**src/bsa_pkg.sv**
```systemverilog
// Shared types and constants for the buddy segment allocator.
package bsa_pkg;

    localparam int ORDER_CAP = 10;
    localparam int SEG_W     = ORDER_CAP;
    localparam int ORD_W     = $clog2(ORDER_CAP + 1);
    localparam int LVL_W     = $clog2(ORDER_CAP + 2);
    localparam int MAP_AW    = ORDER_CAP + 1;

    localparam logic MODE_ALLOC = 1'b0;
    localparam logic MODE_FREE  = 1'b1;

    typedef struct packed {
        logic             mode;
        logic [ORD_W-1:0] block_order;
        logic [SEG_W-1:0] segment;
    } t_req;

    typedef struct packed {
        logic             status;
        logic [SEG_W-1:0] first_segment;
    } t_rsp;

    typedef struct packed {
        logic idle;
        logic done;
    } t_ctl_status;

endpackage

```
**src/bsa_map_mem.sv**
```systemverilog
// Single-port free bitmap memory, registered read.
module bsa_map_mem #(
    parameter int AW = bsa_pkg::MAP_AW
) (
    input  logic          i_clk,
    input  logic          i_we,
    input  logic [AW-1:0] i_addr,
    input  logic          i_wdata,
    output logic          o_rdata
);
    logic r_mem [0:(2**AW)-1];
    logic r_rdata;

    always_ff @(posedge i_clk) begin
        if (i_we) begin
            r_mem[i_addr] <= i_wdata;
        end
        r_rdata <= r_mem[i_addr];
    end

    assign o_rdata = r_rdata;
endmodule

```
**src/bsa_ctrl.sv**
```systemverilog
// Allocate/free sequencer: bitmap scan, split, merge and free counts.
module bsa_ctrl (
    input  logic                      i_clk,
    input  logic                      i_rst_n,
    input  logic                      i_init,
    input  logic [bsa_pkg::LVL_W-1:0] i_max,
    input  logic                      i_start,
    input  bsa_pkg::t_req             i_req,
    input  logic                      i_ready,
    output bsa_pkg::t_ctl_status      o_status,
    output bsa_pkg::t_rsp             o_rsp
);
    import bsa_pkg::*;

    localparam int AW = MAP_AW;
    localparam int IW = ORDER_CAP;
    localparam int CW = ORDER_CAP + 1;
    localparam int OW = LVL_W;
    localparam int CD = 2 ** OW;

    typedef enum logic [8:0] {
        S_CLR   = 9'b000000001,
        S_IDLE  = 9'b000000010,
        S_ASCAN = 9'b000000100,
        S_ARD   = 9'b000001000,
        S_ACHK  = 9'b000010000,
        S_ASPL  = 9'b000100000,
        S_FRD   = 9'b001000000,
        S_FCHK  = 9'b010000000,
        S_DONE  = 9'b100000000
    } t_state;

    t_state        r_state, n_state;
    logic [AW-1:0] r_clr, n_clr;
    logic [OW-1:0] r_o, n_o, r_ord, n_ord;
    logic [IW-1:0] r_idx, n_idx, r_i, n_i;
    logic          r_mode, n_mode, r_fail, n_fail;
    logic [CW-1:0] r_cnt [0:CD-1];

    logic          mem_we, mem_wd, mem_rd;
    logic [AW-1:0] mem_addr;
    logic          cnt_we, cnt_inc;
    logic [OW-1:0] cnt_idx;
    logic [31:0]   seg_t, last_t;

    function automatic logic [AW-1:0] base_of(input logic [OW-1:0] o);
        base_of = AW'((32'd1 << AW) - (32'd1 << (ORDER_CAP - int'(o) + 1)));
    endfunction

    function automatic logic [AW-1:0] addr_of(input logic [OW-1:0] o,
                                              input logic [IW-1:0] i);
        addr_of = base_of(o) + AW'(i);
    endfunction

    bsa_map_mem #(.AW(AW)) u_mem (
        .i_clk   (i_clk),
        .i_we    (mem_we),
        .i_addr  (mem_addr),
        .i_wdata (mem_wd),
        .o_rdata (mem_rd)
    );

    always_comb begin
        n_state  = r_state;
        n_clr    = r_clr;
        n_o      = r_o;
        n_ord    = r_ord;
        n_idx    = r_idx;
        n_i      = r_i;
        n_mode   = r_mode;
        n_fail   = r_fail;
        mem_we   = 1'b0;
        mem_wd   = 1'b0;
        mem_addr = r_clr;
        cnt_we   = 1'b0;
        cnt_inc  = 1'b0;
        cnt_idx  = r_o;
        seg_t    = 32'(i_req.segment) >> i_req.block_order;
        last_t   = (32'd1 << (int'(i_max) - int'(r_o))) - 32'd1;
        unique case (r_state)
            S_CLR: begin
                mem_we = 1'b1;
                mem_wd = (r_clr == base_of(i_max));
                n_clr  = r_clr + 1'b1;
                if (r_clr == '1) begin
                    n_state = S_IDLE;
                end
            end
            S_IDLE: begin
                if (i_start) begin
                    n_mode = i_req.mode;
                    n_o    = OW'(i_req.block_order);
                    n_ord  = OW'(i_req.block_order);
                    n_fail = 1'b0;
                    n_idx  = IW'(seg_t & ((32'd1 << (int'(i_max)
                             - int'(i_req.block_order))) - 32'd1));
                    if (int'(i_req.block_order) > int'(i_max)) begin
                        n_fail  = (i_req.mode == MODE_ALLOC);
                        n_state = S_DONE;
                    end else if (i_req.mode == MODE_ALLOC) begin
                        n_state = S_ASCAN;
                    end else begin
                        n_state = S_FRD;
                    end
                end
            end
            S_ASCAN: begin
                n_i = '0;
                if (r_o > i_max) begin
                    n_fail  = 1'b1;
                    n_state = S_DONE;
                end else if (r_cnt[r_o] != '0) begin
                    n_state = S_ARD;
                end else begin
                    n_o = r_o + 1'b1;
                end
            end
            S_ARD: begin
                mem_addr = addr_of(r_o, r_i);
                n_state  = S_ACHK;
            end
            S_ACHK: begin
                mem_addr = addr_of(r_o, r_i);
                if (mem_rd) begin
                    mem_we  = 1'b1;
                    mem_wd  = 1'b0;
                    cnt_we  = 1'b1;
                    n_idx   = r_i;
                    n_state = (r_o == r_ord) ? S_DONE : S_ASPL;
                end else if (r_i == IW'(last_t)) begin
                    n_o     = r_o + 1'b1;
                    n_state = S_ASCAN;
                end else begin
                    n_i     = r_i + 1'b1;
                    n_state = S_ARD;
                end
            end
            S_ASPL: begin
                n_o      = r_o - 1'b1;
                n_idx    = {r_idx[IW-2:0], 1'b0};
                mem_addr = addr_of(n_o, n_idx ^ IW'(1));
                mem_we   = 1'b1;
                mem_wd   = 1'b1;
                cnt_we   = 1'b1;
                cnt_inc  = 1'b1;
                cnt_idx  = n_o;
                if (n_o == r_ord) begin
                    n_state = S_DONE;
                end
            end
            S_FRD: begin
                if (r_o < i_max) begin
                    mem_addr = addr_of(r_o, r_idx ^ IW'(1));
                    n_state  = S_FCHK;
                end else begin
                    mem_addr = addr_of(r_o, r_idx);
                    mem_we   = 1'b1;
                    mem_wd   = 1'b1;
                    cnt_we   = 1'b1;
                    cnt_inc  = 1'b1;
                    n_state  = S_DONE;
                end
            end
            S_FCHK: begin
                mem_we  = 1'b1;
                cnt_we  = 1'b1;
                if (mem_rd) begin
                    mem_addr = addr_of(r_o, r_idx ^ IW'(1));
                    mem_wd   = 1'b0;
                    n_idx    = r_idx >> 1;
                    n_o      = r_o + 1'b1;
                    n_state  = S_FRD;
                end else begin
                    mem_addr = addr_of(r_o, r_idx);
                    mem_wd   = 1'b1;
                    cnt_inc  = 1'b1;
                    n_state  = S_DONE;
                end
            end
            S_DONE: begin
                if (i_ready) begin
                    n_state = S_IDLE;
                end
            end
            default: n_state = S_IDLE;
        endcase
        if (i_init) begin
            n_state = S_CLR;
            n_clr   = '0;
        end
    end

    always_ff @(posedge i_clk) begin
        if (!i_rst_n) begin
            r_state <= S_CLR;
            r_clr   <= '0;
        end else begin
            r_state <= n_state;
            r_clr   <= n_clr;
        end
        r_o    <= n_o;
        r_ord  <= n_ord;
        r_idx  <= n_idx;
        r_i    <= n_i;
        r_mode <= n_mode;
        r_fail <= n_fail;
        for (int k = 0; k < CD; k++) begin
            if (r_state == S_CLR) begin
                r_cnt[k] <= (OW'(k) == i_max) ? CW'(1) : '0;
            end else if (cnt_we && cnt_idx == OW'(k)) begin
                r_cnt[k] <= cnt_inc ? r_cnt[k] + 1'b1 : r_cnt[k] - 1'b1;
            end
        end
    end

    assign o_status.idle = (r_state == S_IDLE);
    assign o_status.done = (r_state == S_DONE) && i_ready;
    assign o_rsp.status  = r_fail;
    assign o_rsp.first_segment = (r_fail || r_mode == MODE_FREE) ? '0 :
                                 SEG_W'(32'(r_idx) << r_ord);
endmodule

```
**src/buddy_segment_allocator.sv**
```systemverilog
// Buddy segment allocator top level: configuration and result register.
// Input channel carries one request (allocate or free) per transaction;
// o_in_stall is high while a request is in progress or the map is cleared.
// Requests are handled one at a time by a sequencer round a single-port
// free bitmap memory with registered read.
// Allocate: scans bitmap bits from the requested order up (up to
// 2^(M-o) bits per order with a nonzero count; orders with a zero count
// are passed over), then splits one level at a time to the requested order.
// Free: merges with the free buddy level by level, then checks the last
// buddy and sets the block, or only sets it when it has reached the top order.
// Result appears in an output register; a new request is accepted while
// the result waits. While i_out_stall is high the result holds and the
// sequencer waits in its final state before taking the next request.
// Reset, and any write to the order register, start a clearing pass
// that rebuilds the map to one free top block; no request is accepted
// during it.
module buddy_segment_allocator (
    input  logic                      i_clk,
    input  logic                      i_rst_n,
    input  logic                      i_cfg_we,
    input  logic [bsa_pkg::ORD_W-1:0] i_cfg_wdata,
    input  logic                      i_in_valid,
    output logic                      o_in_stall,
    input  bsa_pkg::t_req             i_in_data,
    output logic                      o_out_valid,
    input  logic                      i_out_stall,
    output bsa_pkg::t_rsp             o_out_data
);
    import bsa_pkg::*;

    logic [LVL_W-1:0] r_max;
    logic             r_out_valid;
    t_rsp             r_out_data;
    logic             ready;
    t_ctl_status      ctl_st;
    t_rsp             ctl_rsp;

    assign ready = !r_out_valid || !i_out_stall;

    bsa_ctrl u_ctrl (
        .i_clk    (i_clk),
        .i_rst_n  (i_rst_n),
        .i_init   (i_cfg_we),
        .i_max    (r_max),
        .i_start  (i_in_valid && ctl_st.idle),
        .i_req    (i_in_data),
        .i_ready  (ready),
        .o_status (ctl_st),
        .o_rsp    (ctl_rsp)
    );

    always_ff @(posedge i_clk) begin
        if (!i_rst_n) begin
            r_max       <= LVL_W'((10 > ORDER_CAP) ? ORDER_CAP : 10);
            r_out_valid <= 1'b0;
        end else begin
            if (i_cfg_we) begin
                r_max <= (int'(i_cfg_wdata) > ORDER_CAP) ? LVL_W'(ORDER_CAP)
                                                         : LVL_W'(i_cfg_wdata);
            end
            if (ctl_st.done) begin
                r_out_valid <= 1'b1;
            end else if (!i_out_stall) begin
                r_out_valid <= 1'b0;
            end
        end
        if (ctl_st.done) begin
            r_out_data <= ctl_rsp;
        end
    end

    assign o_in_stall  = !ctl_st.idle;
    assign o_out_valid = r_out_valid;
    assign o_out_data  = r_out_data;
endmodule

```
**config.mk**
```make
export PLATFORM = sky130hd
export DESIGN_NAME = buddy_segment_allocator
export DESIGN_NICKNAME = d
export VERILOG_FILES = /design/src/bsa_pkg.sv /design/src/bsa_map_mem.sv /design/src/bsa_ctrl.sv /design/src/buddy_segment_allocator.sv
export SDC_FILE = /design/constraint.sdc
export NUM_CORES = 2
export LEC_CHECK = 0
export ABC_CLOCK_PERIOD_IN_PS = 90600
export CORE_ASPECT_RATIO = 0.9
export CORE_MARGIN = 5
export CORE_UTILIZATION = 47
export DETAILED_ROUTE_END_ITERATION = 8
export DONT_BUFFER_PORTS = 1
export SYNTH_ARGS = -nofsm -noshare
export SYNTH_HDL_FRONTEND = slang
export SYNTH_HIERARCHICAL = 1
export SYNTH_SLANG_ARGS = --single-unit
```
**constraint.sdc**
```tcl
create_clock -name i_clk -period 90.6 [get_ports i_clk]
set_clock_uncertainty 0.2 [all_clocks]
set_input_delay 13.59 -clock i_clk [delete_from_list [all_inputs] [get_ports i_clk]]
set_output_delay 13.59 -clock i_clk [all_outputs]
set_load 0.01 [all_outputs]
```
==> summary.md <==
| Metric | Value |
|---|---|
| Status | finished, violations left |
| Failing checks | max-slew violations |
| Post-route setup slack | 74.29 ns |
| CTS tree | built |
| Peak supply drop | 0.0208 mV |
| Core Area | 0.230 mm2 |
| Synthesized cell area | 0.108 mm2 |
| Synth top cells by count | nor2_1, edfxtp_1, mux2i_1 |
| FF+latch area | 0.0686 mm2 |
| Die ar. | 0.240 mm2 |
| Tot GR Track Use | 26.5% |
| FF+latch count, synth | 2,295 |
| CTS resizes | 0 |
| Layout cells sized above 1 | 6.31% |
| Die Y | 465 um |
| Most frequent cell after synthesis | nor2_1 |
| Slew headroom | -0.945% |
| DR WL/cell | 27.9 um |
| Yosys warning count | 6 |
| Reg power frac | 54.2% |
| 1st-pass router iterations | 6 |
| Drt via density | 6.14 |
| Area of the multi-input gates | 0.0366 mm2 |
| Number of endpoints failing setup at the final stage | 0 |
| Post-synth top area share | 62.8% |
| Worst path most repeated cell | inv_1 |
| Routability cong. | 0.864 |
| Pre-CTS setup slack | 73.56 ns |
| Clk Latency, worst-skew pair | 0.88 ns |
| Num CTS Buffers | 228 |
| Synth async-reset ratio | 0% |
| CP required | 76.81 ns |
| I/O Pins | 37 |
| Setup CP Type | register to output port |
| Hold Path Class | register to register |
| Post-synth top area cell | edfxtp_1 |
| RSZ-0062 raised after global routing | no |
| CTS Root Cell | clkbuf_16 |
| Global-route wire length before repair | 471,000 um |
| Antenna Violating Nets Remaining | 0 |
| Die Width | 516 um |
| PortBufs | 0 |
| Post-CTS Hold Buffers | 0 |
| Netlist cell types | 97 |
| Critical Path Slowest Stage Cell | or3_1 |
| Synthesized area per cell | 12.2 um2 |
| Mapped Nets | 9,162 |
| Row cnt | 167 |
| Setup TNS Final | 0 ns |
| Crit path max fanout | 8 |
| Post-route minimum period | 16.31 ns |
| Vias | 72,300 |
| Max_cap viols | 0 |
| Starting Density | 47.2% |
| Critical Path End Type | output port |
| Lkg Pwr | 38.1 nW |
| Switching share of power | 21.3% |
| DPL Wire Length | 169,000 um |
| Area growth from synthesis to layout | 8.50% |
| Post-CTS setup repair buffer count | 0 |
| Largest net degree at the start of global routing | 289 |
| Fillers | 19,900 |
| Antenna violations before repair | 7 |
| Tcrit/Tclk final | 18.0% |
| Clock tree sinks | 2,295 |
| Reg2Reg Setup Slack | 80.78 ns |
| Synth Instances | 8,908 |
| Switch Pwr | 0.454 mW |
| 1st-iter DRT viols | 8,558 |
| Max incr delay on CP | 0.43 ns |
| Post-synth top flop | edfxtp_1 |
| Seq/Total Area, Yosys | 63.4% |
| Top cells by area, synth | edfxtp_1, mux2i_1, nor2_1 |
| Crit-path cells | nor3_2 -> nand3_1 -> or3_1 -> inv_1 -> inv_1 |
| Deepest clock path buffer count | 3 |
| Fmax | 61.3 MHz |
| Number of global-route vias before repair | 69,300 |
| H-tree Lvls | 4 |
| Slew @ Worst Pin | 1.51 ns |
| Crit path arrival time | 2.52 ns |
| Startpoint Class | register |
| Clock share of power | 42.6% |
| Routed WL | 328,000 um |
| Total design power | 2.13 mW |
| Clock slew at reported path FFs | 0.06 ns |
| Gr ovfl total | 0 |
| # nets final | 8,800 |
| Max-slew violations | 66 |
| # DRC | 0 |
| PD cells | 18.1 mW/mm2 |
| Combinational share of power | 3.1% |
| Internal power | 1.68 mW |
| Fin. Hold Viols | 0 |
| Post-synth EDFFs | 2,265 |
[metrics by stage]
step	hold WS [ns]	cells	area, um2	util [%]
finish	0.329	11800	117000	51.2
global route	0.347	11800	117000	51.2
CTS	0.329	11800	117000	51.2
detailed placement	0.320	11400	110000	48.1
global placement	0.309	11400	110000	48.1
floorplan	0.271	8908	108000	-
[final cells by class]
cell class | instances | area share (%)
multi-input cells | 5805 | 31.1
inverters | 81 | 0.263
repair buffers | 135 | 0.980
well taps | 3042 | 3.24
flip-flops and latches | 2295 | 58.4
diodes | 3 | 0.00639
clock buffers | 304 | 5.20
clock inverters | 110 | 0.774
[layout by cell type, fill, tap and decap left out, types with 30 or more instances in the layout]
| cell | count |
|---|---|
| mux2i_1 | 1051 |
| ha_1 | 208 |
| nand2_4 | 32 |
| clkinv_2 | 38 |
| clkbuf_16 | 230 |
| xnor2_1 | 137 |
| clkinv_1 | 43 |
| o21ai_0 | 102 |
| a21o_1 | 79 |
| and3_1 | 32 |
| buf_4 | 124 |
| nor2_1 | 2289 |
| inv_1 | 78 |
| o21bai_1 | 42 |
| nor4_1 | 164 |
| dfxtp_1 | 30 |
| a21oi_1 | 203 |
| clkbuf_1 | 66 |
| nor3_1 | 41 |
| a22oi_1 | 47 |
| edfxtp_1 | 2265 |
| o22ai_1 | 531 |
| nand3_1 | 62 |
| nand4_1 | 36 |
| xor2_1 | 98 |
| nand2_1 | 329 |
[worst paths after layout]
check	from	end	cells past startpoint
max	u_ctrl/r_state[4]$_SDFFE_PP0P_	o_in_stall	5
min	u_ctrl/r_fail$_SDFFCE_PP1P_	o_out_data[10]$_DFFE_PP_	0
max reg2reg	u_ctrl/r_o[2]$_DFFE_PP_	u_ctrl/u_mem/o_rdata$_DFF_P_	21
min reg2reg	u_ctrl/r_fail$_SDFFCE_PP1P_	o_out_data[10]$_DFFE_PP_	0
[power groups by stage]
stage / Combinational (mW) / Sequential (mW) / Clock, mW
3_3_place_gp: 0.0658 / 1.18 / 0
4_1_cts: 0.0663 / 1.15 / 0.922
2_1_floorplan: 0.0484 / 1.20 / 0
3_5_place_dp: 0.0661 / 1.18 / 0
6_report: 0.0671 / 1.16 / 0.909
5_1_grt: 0.0707 / 1.15 / 0.968
[cells by family after synthesis]
logic type	Yosys count	synth area share, %
buffers and inverters	808	3.29
AO/OA/AOI/OAI	1120	6.53
multiplexers	1062	9.85
flip-flops	2295	63.4
adder cells (fa/ha/maj)	230	2.81
XOR/XNOR	236	1.92
AND/OR/NAND/NOR	3157	12.2
[registers in the layout (all words and copies together), names as in the netlist, named ones only]
register              count
u_ctrl/r_ord              4
o_out_data               11
u_ctrl/r_cnt            176
u_ctrl/u_mem/o_rdata      1
u_ctrl/u_mem/r_mem     2048
o_out_valid               1
u_ctrl/r_idx             10
u_ctrl/r_clr             11
u_ctrl/r_mode             1
u_ctrl/r_fail             1
u_ctrl/r_i               10
u_ctrl/r_o                4
r_max                     4
u_ctrl/r_state            9
[per-layer routing]
metal	global-route usage [%]	share of wire, %
met4	7.66	3.0
met5	0	0.0082
met2	42.7	47
met1	37.4	42
met3	4.36	8.5
[critical path, delay by kind of cell, from the launching register on]
kind	cells	cell delay [ns]
buffers and inverters	2	0.35
DFF	1	0.38
and+or+nand+nor	3	0.93
Power figures use the tool's default switching activity.
